[src/rtl/assert_macros.svh]
`ifndef ASSERT_MACROS_SVH
`define ASSERT_MACROS_SVH

// Checked on every rising edge of clk, off while rst is high.
`define SBPK_ASSERT(label, prop) \
  label: assert property (@(posedge clk) disable iff (rst) prop) \
    else $error("sbpk assertion failed");

// Checked on every rising edge of clk, reset included.
`define SBPK_ASSERT_ALWAYS(label, prop) \
  label: assert property (@(posedge clk) prop) \
    else $error("sbpk assertion failed");

`endif

[src/rtl/sbpk_pkg.sv]
package sbpk_pkg;

  localparam int BIN_W       = 12;
  localparam int MAG_W       = 24;
  localparam int KEY_W       = 7;
  localparam int BW_W        = 16;
  localparam int SUM_W       = 32;
  localparam int FREQ_W      = 28;
  localparam int EDGE_W      = 16;
  localparam int EDGE_COUNT  = 129;
  localparam int EDGE_IW     = 8;
  localparam int MAX_BINS    = 4096;
  localparam int BIN_RANGE_W = 17;

  localparam logic [BW_W-1:0] BW_RESET = 16'd10;

  localparam logic OP_ACC  = 1'b0;
  localparam logic OP_READ = 1'b1;

  typedef enum logic [2:0] {
    ST_IDLE,
    ST_SEARCH,
    ST_ACC_RD,
    ST_ACC_WR,
    ST_RD_REQ,
    ST_RD_OUT
  } top_state_t;

  typedef enum logic [1:0] {
    SR_IDLE,
    SR_MUL,
    SR_STEP,
    SR_DONE
  } srch_state_t;

  typedef struct packed {
    logic             done;
    logic             hit;
    logic [KEY_W-1:0] key;
  } srch_rsp_t;

  // floor(440 * 2^((m - 48.5) / 12))
  localparam logic [EDGE_W-1:0] BAND_EDGE [EDGE_COUNT] = '{
    16'd26, 16'd28, 16'd29, 16'd31, 16'd33, 16'd35, 16'd37, 16'd40,
    16'd42, 16'd44, 16'd47, 16'd50, 16'd53, 16'd56, 16'd59, 16'd63,
    16'd67, 16'd71, 16'd75, 16'd80, 16'd84, 16'd89, 16'd95, 16'd100,
    16'd106, 16'd113, 16'd119, 16'd127, 16'd134, 16'd142, 16'd151, 16'd160,
    16'd169, 16'd179, 16'd190, 16'd201, 16'd213, 16'd226, 16'd239, 16'd254,
    16'd269, 16'd285, 16'd302, 16'd320, 16'd339, 16'd359, 16'd380, 16'd403,
    16'd427, 16'd452, 16'd479, 16'd508, 16'd538, 16'd570, 16'd604, 16'd640,
    16'd678, 16'd718, 16'd761, 16'd806, 16'd854, 16'd905, 16'd959, 16'd1016,
    16'd1077, 16'd1141, 16'd1209, 16'd1280, 16'd1357, 16'd1437, 16'd1523, 16'd1613,
    16'd1709, 16'd1811, 16'd1919, 16'd2033, 16'd2154, 16'd2282, 16'd2418, 16'd2561,
    16'd2714, 16'd2875, 16'd3046, 16'd3227, 16'd3419, 16'd3623, 16'd3838, 16'd4066,
    16'd4308, 16'd4564, 16'd4836, 16'd5123, 16'd5428, 16'd5751, 16'd6093, 16'd6455,
    16'd6839, 16'd7246, 16'd7677, 16'd8133, 16'd8617, 16'd9129, 16'd9672, 16'd10247,
    16'd10857, 16'd11502, 16'd12186, 16'd12911, 16'd13679, 16'd14492, 16'd15354,
    16'd16267, 16'd17234, 16'd18259, 16'd19345, 16'd20495, 16'd21714, 16'd23005,
    16'd24373, 16'd25822, 16'd27358, 16'd28985, 16'd30708, 16'd32534, 16'd34469,
    16'd36519, 16'd38690, 16'd40991, 16'd43428
  };

  function automatic logic [EDGE_W-1:0] band_edge(input logic [EDGE_IW-1:0] m);
    return (m < EDGE_IW'(EDGE_COUNT)) ? BAND_EDGE[m] : '1;
  endfunction

endpackage

[src/rtl/spectrum_bin_to_piano_key_accumulator.sv]
// Accumulate request: busy through the multiply, a search step per cycle, then a RAM
// read-write; the RAM read-write is skipped when no band matches.
// Read request: busy in RD_REQ and RD_OUT; strobe is registered from RD_OUT.
// One request at a time; the receiver cannot stall, each result shows for one cycle.
// Synchronous reset: per-key valid bits clear at once (all totals read as zero),
// bin_width_hz returns to 10; no clearing pass.
`include "assert_macros.svh"

module spectrum_bin_to_piano_key_accumulator import sbpk_pkg::*; #(
  parameter int KEY_COUNT = 88
) (
  input  logic              clk,
  input  logic              rst,
  input  logic              start,
  output logic              busy,
  input  logic              op,
  input  logic [BIN_W-1:0]  bin_index,
  input  logic [MAG_W-1:0]  magnitude,
  input  logic [KEY_W-1:0]  read_key,
  input  logic              cfg_we,
  input  logic [BW_W-1:0]   cfg_wdata,
  output logic              strobe,
  output logic [KEY_W-1:0]  key_number,
  output logic [SUM_W-1:0]  key_total
);

  localparam int AW = (KEY_COUNT > 1) ? $clog2(KEY_COUNT) : 1;

  top_state_t       state;
  top_state_t       state_next;
  logic [BW_W-1:0]  bin_width_hz;
  logic [BIN_W-1:0] bin_q;
  logic [MAG_W-1:0] mag_q;
  logic [KEY_W-1:0] rkey_q;
  logic [AW-1:0]    acc_key;
  logic [KEY_COUNT-1:0] valid;

  logic             accept;
  logic             go_srch;
  srch_rsp_t        rsp;
  logic             rkey_in;
  logic [AW-1:0]    rkey_addr;
  logic             mem_we;
  logic [AW-1:0]    mem_raddr;
  logic [SUM_W-1:0] mem_rdata;
  logic [SUM_W-1:0] old_sum;
  logic [SUM_W:0]   raw_sum;
  logic [SUM_W-1:0] new_sum;

  assign accept    = start && !busy;
  assign rkey_in   = (KEY_W+1)'(rkey_q) < (KEY_W+1)'(KEY_COUNT);
  assign rkey_addr = rkey_q[AW-1:0];
  assign old_sum   = valid[acc_key] ? mem_rdata : '0;
  assign raw_sum   = {1'b0, old_sum} + (SUM_W+1)'(mag_q);
  assign new_sum   = raw_sum[SUM_W] ? '1 : raw_sum[SUM_W-1:0];

  sbpk_key_search #(
    .KEY_COUNT(KEY_COUNT)
  ) u_search (
    .clk         (clk),
    .rst         (rst),
    .go          (go_srch),
    .bin_index   (bin_q),
    .bin_width_hz(bin_width_hz),
    .rsp         (rsp)
  );

  sbpk_ram #(
    .WIDTH(SUM_W),
    .DEPTH(KEY_COUNT)
  ) u_sums (
    .clk  (clk),
    .we   (mem_we),
    .waddr(acc_key),
    .wdata(new_sum),
    .raddr(mem_raddr),
    .rdata(mem_rdata)
  );

  always_comb begin
    state_next = state;
    case (state)
      ST_IDLE: begin
        if (start) begin
          state_next = (op == OP_READ) ? ST_RD_REQ : ST_SEARCH;
        end
      end
      ST_SEARCH: begin
        if (rsp.done) begin
          state_next = rsp.hit ? ST_ACC_RD : ST_IDLE;
        end
      end
      ST_ACC_RD: state_next = ST_ACC_WR;
      ST_ACC_WR: state_next = ST_IDLE;
      ST_RD_REQ: state_next = ST_RD_OUT;
      ST_RD_OUT: state_next = ST_IDLE;
      default:   state_next = ST_IDLE;
    endcase
  end

  always_comb begin
    busy      = (state != ST_IDLE);
    go_srch   = (state == ST_IDLE) && start && (op == OP_ACC);
    mem_we    = (state == ST_ACC_WR);
    mem_raddr = (state == ST_RD_REQ) ? rkey_addr : acc_key;
  end

  always_ff @(posedge clk) begin
    if (rst) begin
      state        <= ST_IDLE;
      bin_width_hz <= BW_RESET;
      valid        <= '0;
      strobe       <= 1'b0;
    end else begin
      state  <= state_next;
      strobe <= (state == ST_RD_OUT);
      if (cfg_we) begin
        bin_width_hz <= cfg_wdata;
      end
      if (state == ST_ACC_WR) begin
        valid[acc_key] <= 1'b1;
      end
      if (state == ST_RD_OUT && rkey_in) begin
        valid[rkey_addr] <= 1'b0;
      end
    end
  end

  always_ff @(posedge clk) begin
    if (accept) begin
      bin_q  <= bin_index;
      mag_q  <= magnitude;
      rkey_q <= read_key;
    end
    if (state == ST_SEARCH && rsp.done) begin
      acc_key <= AW'(rsp.key);
    end
    if (state == ST_RD_OUT) begin
      key_number <= rkey_q;
      key_total  <= (rkey_in && valid[rkey_addr]) ? mem_rdata : '0;
    end
  end

  `SBPK_ASSERT_ALWAYS(a_rst_quiet, rst |=> !strobe && state == ST_IDLE)
  `SBPK_ASSERT(a_strobe_src, strobe |-> $past(state) == ST_RD_OUT)
  `SBPK_ASSERT(a_wr_after_rd, state == ST_ACC_WR |-> $past(state) == ST_ACC_RD)
  `SBPK_ASSERT(a_oob_zero, strobe && ((KEY_W+1)'(key_number) >= (KEY_W+1)'(KEY_COUNT)) |-> key_total == '0)

endmodule

[src/rtl/sbpk_ram.sv]
module sbpk_ram #(
  parameter int WIDTH = 32,
  parameter int DEPTH = 88
) (
  input  logic                                       clk,
  input  logic                                       we,
  input  logic [((DEPTH > 1) ? $clog2(DEPTH) : 1)-1:0] waddr,
  input  logic [WIDTH-1:0]                           wdata,
  input  logic [((DEPTH > 1) ? $clog2(DEPTH) : 1)-1:0] raddr,
  output logic [WIDTH-1:0]                           rdata
);

  logic [WIDTH-1:0] mem [DEPTH];

  always_ff @(posedge clk) begin
    if (we) begin
      mem[waddr] <= wdata;
    end
    rdata <= mem[raddr];
  end

endmodule

[src/rtl/sbpk_key_search.sv]
`include "assert_macros.svh"

module sbpk_key_search import sbpk_pkg::*; #(
  parameter int KEY_COUNT = 88
) (
  input  logic              clk,
  input  logic              rst,
  input  logic              go,
  input  logic [BIN_W-1:0]  bin_index,
  input  logic [BW_W-1:0]   bin_width_hz,
  output srch_rsp_t         rsp
);

  localparam int EW = $clog2(KEY_COUNT + 1);
  localparam logic [EW-1:0] KEY_LAST = EW'(KEY_COUNT);

  srch_state_t       state;
  srch_state_t       state_next;
  logic [FREQ_W-1:0] freq;
  logic [EW-1:0]     idx;
  logic [EW-1:0]     bitm;
  logic              low_ok;
  logic              in_rng;

  logic [FREQ_W-1:0] prod;
  logic [EW-1:0]     cand;
  logic              take;

  assign prod = FREQ_W'(bin_index) * FREQ_W'(bin_width_hz);
  assign cand = idx | bitm;
  assign take = (cand <= KEY_LAST) &&
                (FREQ_W'(band_edge(EDGE_IW'(cand))) < freq);

  always_comb begin
    state_next = state;
    case (state)
      SR_IDLE: begin
        if (go) begin
          state_next = SR_MUL;
        end
      end
      SR_MUL:  state_next = SR_STEP;
      SR_STEP: begin
        if (bitm[0]) begin
          state_next = SR_DONE;
        end
      end
      SR_DONE: state_next = SR_IDLE;
      default: state_next = SR_IDLE;
    endcase
  end

  always_comb begin
    rsp.done = (state == SR_DONE);
    rsp.hit  = in_rng && low_ok && (idx != KEY_LAST);
    rsp.key  = KEY_W'(idx);
  end

  always_ff @(posedge clk) begin
    if (rst) begin
      state <= SR_IDLE;
    end else begin
      state <= state_next;
    end
  end

  always_ff @(posedge clk) begin
    case (state)
      SR_MUL: begin
        freq   <= prod;
        in_rng <= BIN_RANGE_W'(bin_index) < BIN_RANGE_W'(MAX_BINS);
        idx    <= '0;
        bitm   <= {1'b1, {(EW-1){1'b0}}};
      end
      SR_STEP: begin
        low_ok <= FREQ_W'(band_edge('0)) < freq;
        if (take) begin
          idx <= cand;
        end
        bitm <= bitm >> 1;
      end
      default: begin
      end
    endcase
  end

  `SBPK_ASSERT(a_mask_onehot, state == SR_STEP |-> $onehot(bitm))
  `SBPK_ASSERT(a_hit_in_range, rsp.done && rsp.hit |-> (KEY_W+1)'(rsp.key) < (KEY_W+1)'(KEY_COUNT))
  `SBPK_ASSERT(a_done_pulse, state == SR_DONE |=> state == SR_IDLE)

endmodule

[config.mk]
export PLATFORM = sky130hd
export DESIGN_NAME = spectrum_bin_to_piano_key_accumulator
export DESIGN_NICKNAME = d
export VERILOG_FILES = /design/src/rtl/sbpk_pkg.sv /design/src/rtl/spectrum_bin_to_piano_key_accumulator.sv /design/src/rtl/sbpk_ram.sv /design/src/rtl/sbpk_key_search.sv
export VERILOG_INCLUDE_DIRS = /design/src /design/src/rtl
export SDC_FILE = /design/constraint.sdc
export NUM_CORES = 2
export LEC_CHECK = 0
export BUFFER_PORTS_ARGS = -buffer_cell sky130_fd_sc_hd__buf_2
export CAP_MARGIN = 20
export CORE_UTILIZATION = 45
export DETAILED_ROUTE_END_ITERATION = 7
export PLACE_DENSITY = 0.61
export REMOVE_ABC_BUFFERS = 1
export SYNTH_ARGS = -nofsm -noshare
export SYNTH_HDL_FRONTEND = slang
export SYNTH_SLANG_ARGS = --single-unit
export TNS_END_PERCENT = 50
[constraint.sdc]
create_clock -name clk -period 9.8 [get_ports clk]
set_clock_uncertainty 0.2 [all_clocks]
set_input_delay 0.49 -clock clk [delete_from_list [all_inputs] [get_ports clk]]
set_output_delay 0.49 -clock clk [all_outputs]
set_load 0.01 [all_outputs]
After elaboration in Yosys (flattened, before gate mapping)

Memories as Yosys holds them, arrays and structs flattened. A register that Yosys moved wholly into a read port is not among the register bits.
Index checks and enable logic that the tools add are counted.

Register bits: 242
Bits in latches: 0
Memory bits (writable): 2,816
ROM bits: 4,096
Input port bits: 64
Output and inout bits: 41
Logic and storage cells: 97
Memories kept: 2

Add/sub/neg operators: 1
Multiply operators: 1
Div/mod/pow operators: 0
Magnitude comparators: 10
Equality and inequality tests: 14
Shifts and indexed selects: 0
Mux-type cells: 30
Bitwise operators: 6
Reductions and logical operators: 18

Memory list:

| memory           | words | width | rd ports | clocked after memory_dff | wr ports | RTL line       | text |
|---|---|---|---|---|---|---|---|
| (name not given) | 256   | 16    | 1        | 0                        | 0        | sbpk_pkg.sv:64 | `return (m < EDGE_IW'(EDGE_COUNT)) ? BAND_EDGE[m] : '1;` |
| u_sums.mem       | 88    | 32    | 1        | 1                        | 1        | sbpk_ram.sv:13 | `logic [WIDTH-1:0] mem [DEPTH];` |

Operators with widths:

| cell                                                              | count |
|---|---|
| 2-to-1 mux 88 bit                                                 | 3 |
| AND 88 bit                                                        | 1 |
| NOT 88 bit                                                        | 1 |
| bitwise OR 88 bit                                                 | 1 |
| 2-to-1 mux 32 bit                                                 | 2 |
| 2-to-1 mux 16 bit                                                 | 3 |
| adder 32 x 24 -> 33 bit                                           | 1 |
| < comparator 16 x 28 -> 1 bit                                     | 1 |
| < comparator 5 x 28 -> 1 bit, first input constant                | 1 |
| multiplier 12 x 16 -> 28 bit                                      | 1 |
| one-hot mux 7 bit (2 select lines)                                | 2 |
| < comparator 7 x 8 -> 1 bit, second input constant                | 3 |
| binary-select mux 1 bit (select 7 bit)                            | 2 |
| demux 1 bit (select 7 bit)                                        | 2 |
| greater-or-equal comparator 7 x 1 -> 1 bit, second input constant | 2 |
| 2-to-1 mux 7 bit                                                  | 2 |
| one-hot mux 3 bit (4 select lines)                                | 1 |
| logical AND 1 bit                                                 | 10 |
| greater-or-equal comparator 9 bit, second input constant          | 1 |
| 2-to-1 mux 3 bit                                                  | 3 |
| NOT 7 -> 9 bit                                                    | 1 |
| one-hot mux 2 bit (4 select lines)                                | 1 |
| <= comparator 7 bit, second input constant                        | 1 |
| < comparator 7 bit, second input constant                         | 1 |
| other kinds (18)                                                  | 33 |

Longest topological paths before layout

Word-level depth: 10
Mapped depth: 23
Gate-level depth less buffers: 20

Hierarchy

A second synthesis with hierarchy kept.

Cells, all modules: 6,878
Area total of the unflattened synthesis: 128,258.0 um2

By module, submodules not included:

| module                                | instances | cells each | area each (um2) | seq. area each (um2) |
|---|---|---|---|---|
| sbpk_ram                              | 1         | 4,735      | 108,200.0       | 85,201.7 |
| spectrum_bin_to_piano_key_accumulator | 1         | 995        | 10,299.9        | 4,834.6 |
| sbpk_key_search                       | 1         | 1,148      | 9,758.1         | 1,331.3 |

Worst setup path after synthesis

No wires, ideal clock.

Path kind: register to register
Start point: register acc_key[1]
End point: memory u_sums.mem[0][30], data pin
Setup time: 0.912 ns
Arrival time: 7.904 ns
Data required time: 8.688 ns
Setup slack: 0.784 ns
Stages on the path, launching flop included: 19
Buffers on the path: 3
Period minus slack after synthesis: 9.016 ns
Cells stage by stage: edfxtp_1 -> buf_2 -> buf_2 -> mux2_2 -> and3_1 -> o41ai_1 -> o32ai_1 -> a211oi_2 -> clkbuf_1 -> nor2b_1 -> ha_1 -> a21o_1 -> or3_1 -> o21a_1 -> o21ai_0 -> nand4bb_1 -> nand3_1 -> and4_1 -> a211oi_1

Cells in the longest elaborated chain, start to end: 5

RTL lines:

| element                                | RTL line                                     | text |
|---|---|---|
| from (decl)                            | spectrum_bin_to_piano_key_accumulator.sv:35  | `logic [AW-1:0] acc_key;` |
| from (signal assigned)                 | spectrum_bin_to_piano_key_accumulator.sv:136 | `acc_key <= AW'(rsp.key);` |
| binary-select mux 1 bit (select 7 bit) | spectrum_bin_to_piano_key_accumulator.sv:53  | `assign old_sum = valid[acc_key] ? mem_rdata : '0;` |
| 2-to-1 mux 1 bit (implied by the code) | spectrum_bin_to_piano_key_accumulator.sv:53  |  |
| 2-to-1 mux 32 bit                      | spectrum_bin_to_piano_key_accumulator.sv:53  |  |
| adder 32 x 24 -> 33 bit                | spectrum_bin_to_piano_key_accumulator.sv:54  | `assign raw_sum = {1'b0, old_sum} + (SUM_W+1)'(mag_q);` |
| 2-to-1 mux 32 bit                      | spectrum_bin_to_piano_key_accumulator.sv:55  | `assign new_sum = raw_sum[SUM_W] ? '1 : raw_sum[SUM_W-1:0];` |
| via new_sum[30]                        | spectrum_bin_to_piano_key_accumulator.sv:48  | `logic [SUM_W-1:0] new_sum;` |
| to (decl)                              | sbpk_ram.sv:13                               |  |

The timed path passes the listed nets, and every way through them passes these cells. The select of a mux whose other input is x is not followed.

Worst setup path after layout

Start point: register acc_key[1]
End point: memory u_sums.mem[57][3], data pin

Same word-level chain as after synthesis.

==> qor.txt <==
status -> finished, final reports clean
relative slew slack -> 0.125
final setup fails -> 0
Hold Path End -> bin_q[8]
final wirelength -> 376 mm
clock-pin transition on the worst setup and hold timing paths -> 0.06 ns
Worst R2R End -> u_sums.mem[57][3]
Synth Cell Area -> 0.128 mm²
P_sw -> 7.79 mW
CTS tree -> done
Die Y -> 534 µm
top cells by area, synth -> edfxtp_1 69%, mux4_2 13%, mux2i_1 2.4%, dfxtp_1 2.2%, fa_1 2.2%
LEAKAGE -> 48.0 nW
RR Startpoint -> acc_key[1]
crit path kind -> flip-flop to flip-flop
max cap viols -> 0
Synth Area in XOR/XNOR -> 0.00309
vias in the first global route -> 69346
die area -> 0.286 mm²
num rows -> 195
compound-cell area share of the yosys netlist -> 0.0341
H-tree lvl count -> 5
Post-synth ARST share -> 0
hold_buf cts -> 99
Seq cells post-synth -> 3090
largest net degree at the start of global routing -> 127
Tot GR Track Use -> 0.262
Peak Freq -> 123 MHz
Max FO, Critical Path -> 56
DP Area -> 0.134 mm²
Final Critical Period -> 8.12 ns
First DRT Iteration DRCs -> 9998
final instance area -> 0.145 mm²
R2R Setup Slk -> 1.68 ns
largest family of logic cells by synthesized area -> multiplexers
Post-Route Hold Slack -> 0.0811 ns
Placer Congestion -> 0.848
Simple-Gate Fraction of Synth Area -> 0.0405
NumNets Final -> 7504
clk root buf -> clkbuf_16
count of final max-slew check failures -> 0
worst r2r path cells -> 20
Final HPWL DP -> 198 mm
I/O Buffers -> 104
switching part of the total -> 0.252
HP Class -> input port to flip-flop
clock latency at the later pin of the worst-skew pair -> 0.92 ns
post_cts resized -> 0
Avg Cell Area, Syn -> 18.7 µm²
Syn Inst Count -> 6833
CP Launch Type -> flip-flop
Pwr Density -> 213 mW/mm²
Die X -> 534 µm
CTS Buffer Depth -> 4
Top FF cell, synth -> edfxtp_1
period utilization -> 0.829
Starting Density -> 0.452
Clk pwr share -> 0.382
Worst EP arrival -> 8.52 ns
initial antenna violation count -> 19
sequential area share after synthesis -> 0.716
commonest non-fill, non-tap cell in the layout -> edfxtp_1
first-pass GRT wire length -> 526 mm
Area Growth Syn to Fin -> 13.8%
commonest cells after routing, fill and taps aside -> 2948 x edfxtp_1, 724 x mux4_2, 428 x nand2_1
Comb power frac -> 0.128
DR pass1 iterations -> 6
DRT antenna net count -> 0
grt total ovfl -> 0
worst slew pin tran -> 1.31 ns
Core Region -> 0.282 mm²
clock sink count -> 3090
VDD IR max -> 0.000229 V
fraction of layout cells with a size suffix above 1 -> 0.223
number of CTS-inserted buffers -> 323
post-synthesis mux area share -> 0.153
RSZ-0062 raised after global routing -> no
drt drc -> 0
Seq pwr share -> 0.490
Synth top area share -> 0.694
WL per Instance -> 33.6 µm
CP required -> 10.20 ns
placed cell count -> 10499
Hold Fails Final Rpt -> 0
Worst setup EP type -> flip-flop
Synth cell types -> 73
EDFF count, synth -> 2948
P_int -> 23.2 mW
hold_sp -> bin_index[8]
cell accounting for the most synthesized area -> edfxtp_1
WHS Path Cells -> 2
Synth Area in Adders -> 0.0333
fin cells -> 11193
synth warn -> 0
Post CTS Setup Buffer Count -> 0
vias per std cell -> 6.21
via count -> 69493
Top Ports -> 105
[metal layers]
metal  share of wire  track usage  up-vias
met5         0.00011            0        -
met4           0.031       0.0767        6
met3           0.095       0.0463      557
met2            0.47        0.413     3659
met1            0.41        0.374    37224
li1                -            -    28047
[through the flow]
step	setup TNS (ns)	setup slack (ns)	power [mW]	util
floorplan	-2053.62	-59.51	19.8	-
global placement	0	1.87	19.3	0.475
detailed placement	0	1.77	19.4	0.475
CTS	0	1.71	31.1	0.515
global route	0	1.31	32.0	0.515
finish	0	1.68	31.0	0.515
[synthesized netlist by cell type (82+ instances only)]
master and instances:
edfxtp_1 2948, mux4_2 724, nand2_1 444, mux2i_1 302, nor2_1 287, inv_1 230
clkbuf_1 216, dfxtp_1 142, fa_1 141, o22ai_1 136, and2_1 124, o21ai_0 123
ha_1 114, a211oi_1 99, a21oi_1 82
[area by class of cell]
type | instances | area [µm²]
flip-flops and latches | 3090 | 91400
clock inverters | 167 | 1290
inverters | 233 | 876
clock buffers | 416 | 8820
diodes | 7 | 17.5
fillers | 22489 | 137000
multi-input cells | 3130 | 34800
repair buffers | 407 | 3340
well taps | 3743 | 4680
[cells by family (layout without fill, tap and decap cells)]
kind of cell / after synthesis / in the layout
flops: 3090 / 3090
simple gates: 1122 / 1122
mux: 1038 / 1038
compound gates: 670 / 670
buf+inv: 613 / 1223
fa+ha+maj: 255 / 255
xor+xnor: 45 / 45
other cells: 0 / 7
[worst max-delay path: stages (launching register included)]
cell	delay (ns)
edfxtp_1	0.88
buf_4	0.49
mux4_2	0.30
nand2_1	0.06
and3_1	0.19
o32ai_1	0.56
a211oi_4	0.14
buf_4	0.32
nor2b_1	0.20
ha_1	0.21
inv_1	0.07
fa_1	0.42
nand2b_1	0.18
a21oi_1	0.19
o21a_1	0.23
o21ai_0	0.21
nand4bb_1	0.43
nand3_1	0.34
nand3_4	0.67
o21ai_4	0.64
buf_4	0.61
[sequential cells by signal (all words and copies together), names as in the netlist, 12 cells and up]
signal	cells
u_sums.mem	2816
valid	88
key_total	32
u_sums.rdata	32
u_search.freq	28
mag_q	24
bin_width_hz	16
bin_q	12
[power groups by stage]
stage	Combinational [mW]	Sequential (mW)	Clock [mW]
2_1_floorplan	4.38	15.4	0
3_3_place_gp	3.83	15.5	0
3_5_place_dp	3.91	15.5	0
4_1_cts	3.95	15.2	12.0
5_1_grt	4.33	15.2	12.4
6_report	3.96	15.2	11.8
[worst max path at each step]
stage,start,endpoint,slack (ns),cells past startpoint
6_report,acc_key[1],u_sums.mem[57][3],1.68,20
3_5_place_dp,acc_key[1],u_sums.mem[58][29],1.77,21
3_3_place_gp,acc_key[1],u_sums.mem[57][29],1.87,21
5_1_grt,acc_key[1],u_sums.mem[53][29],1.31,21
2_1_floorplan,state[2],u_sums.rdata[0],-59.51,8
4_1_cts,acc_key[1],u_sums.mem[36][29],1.71,21
Note: power is estimated with default switching activity, not from simulation.
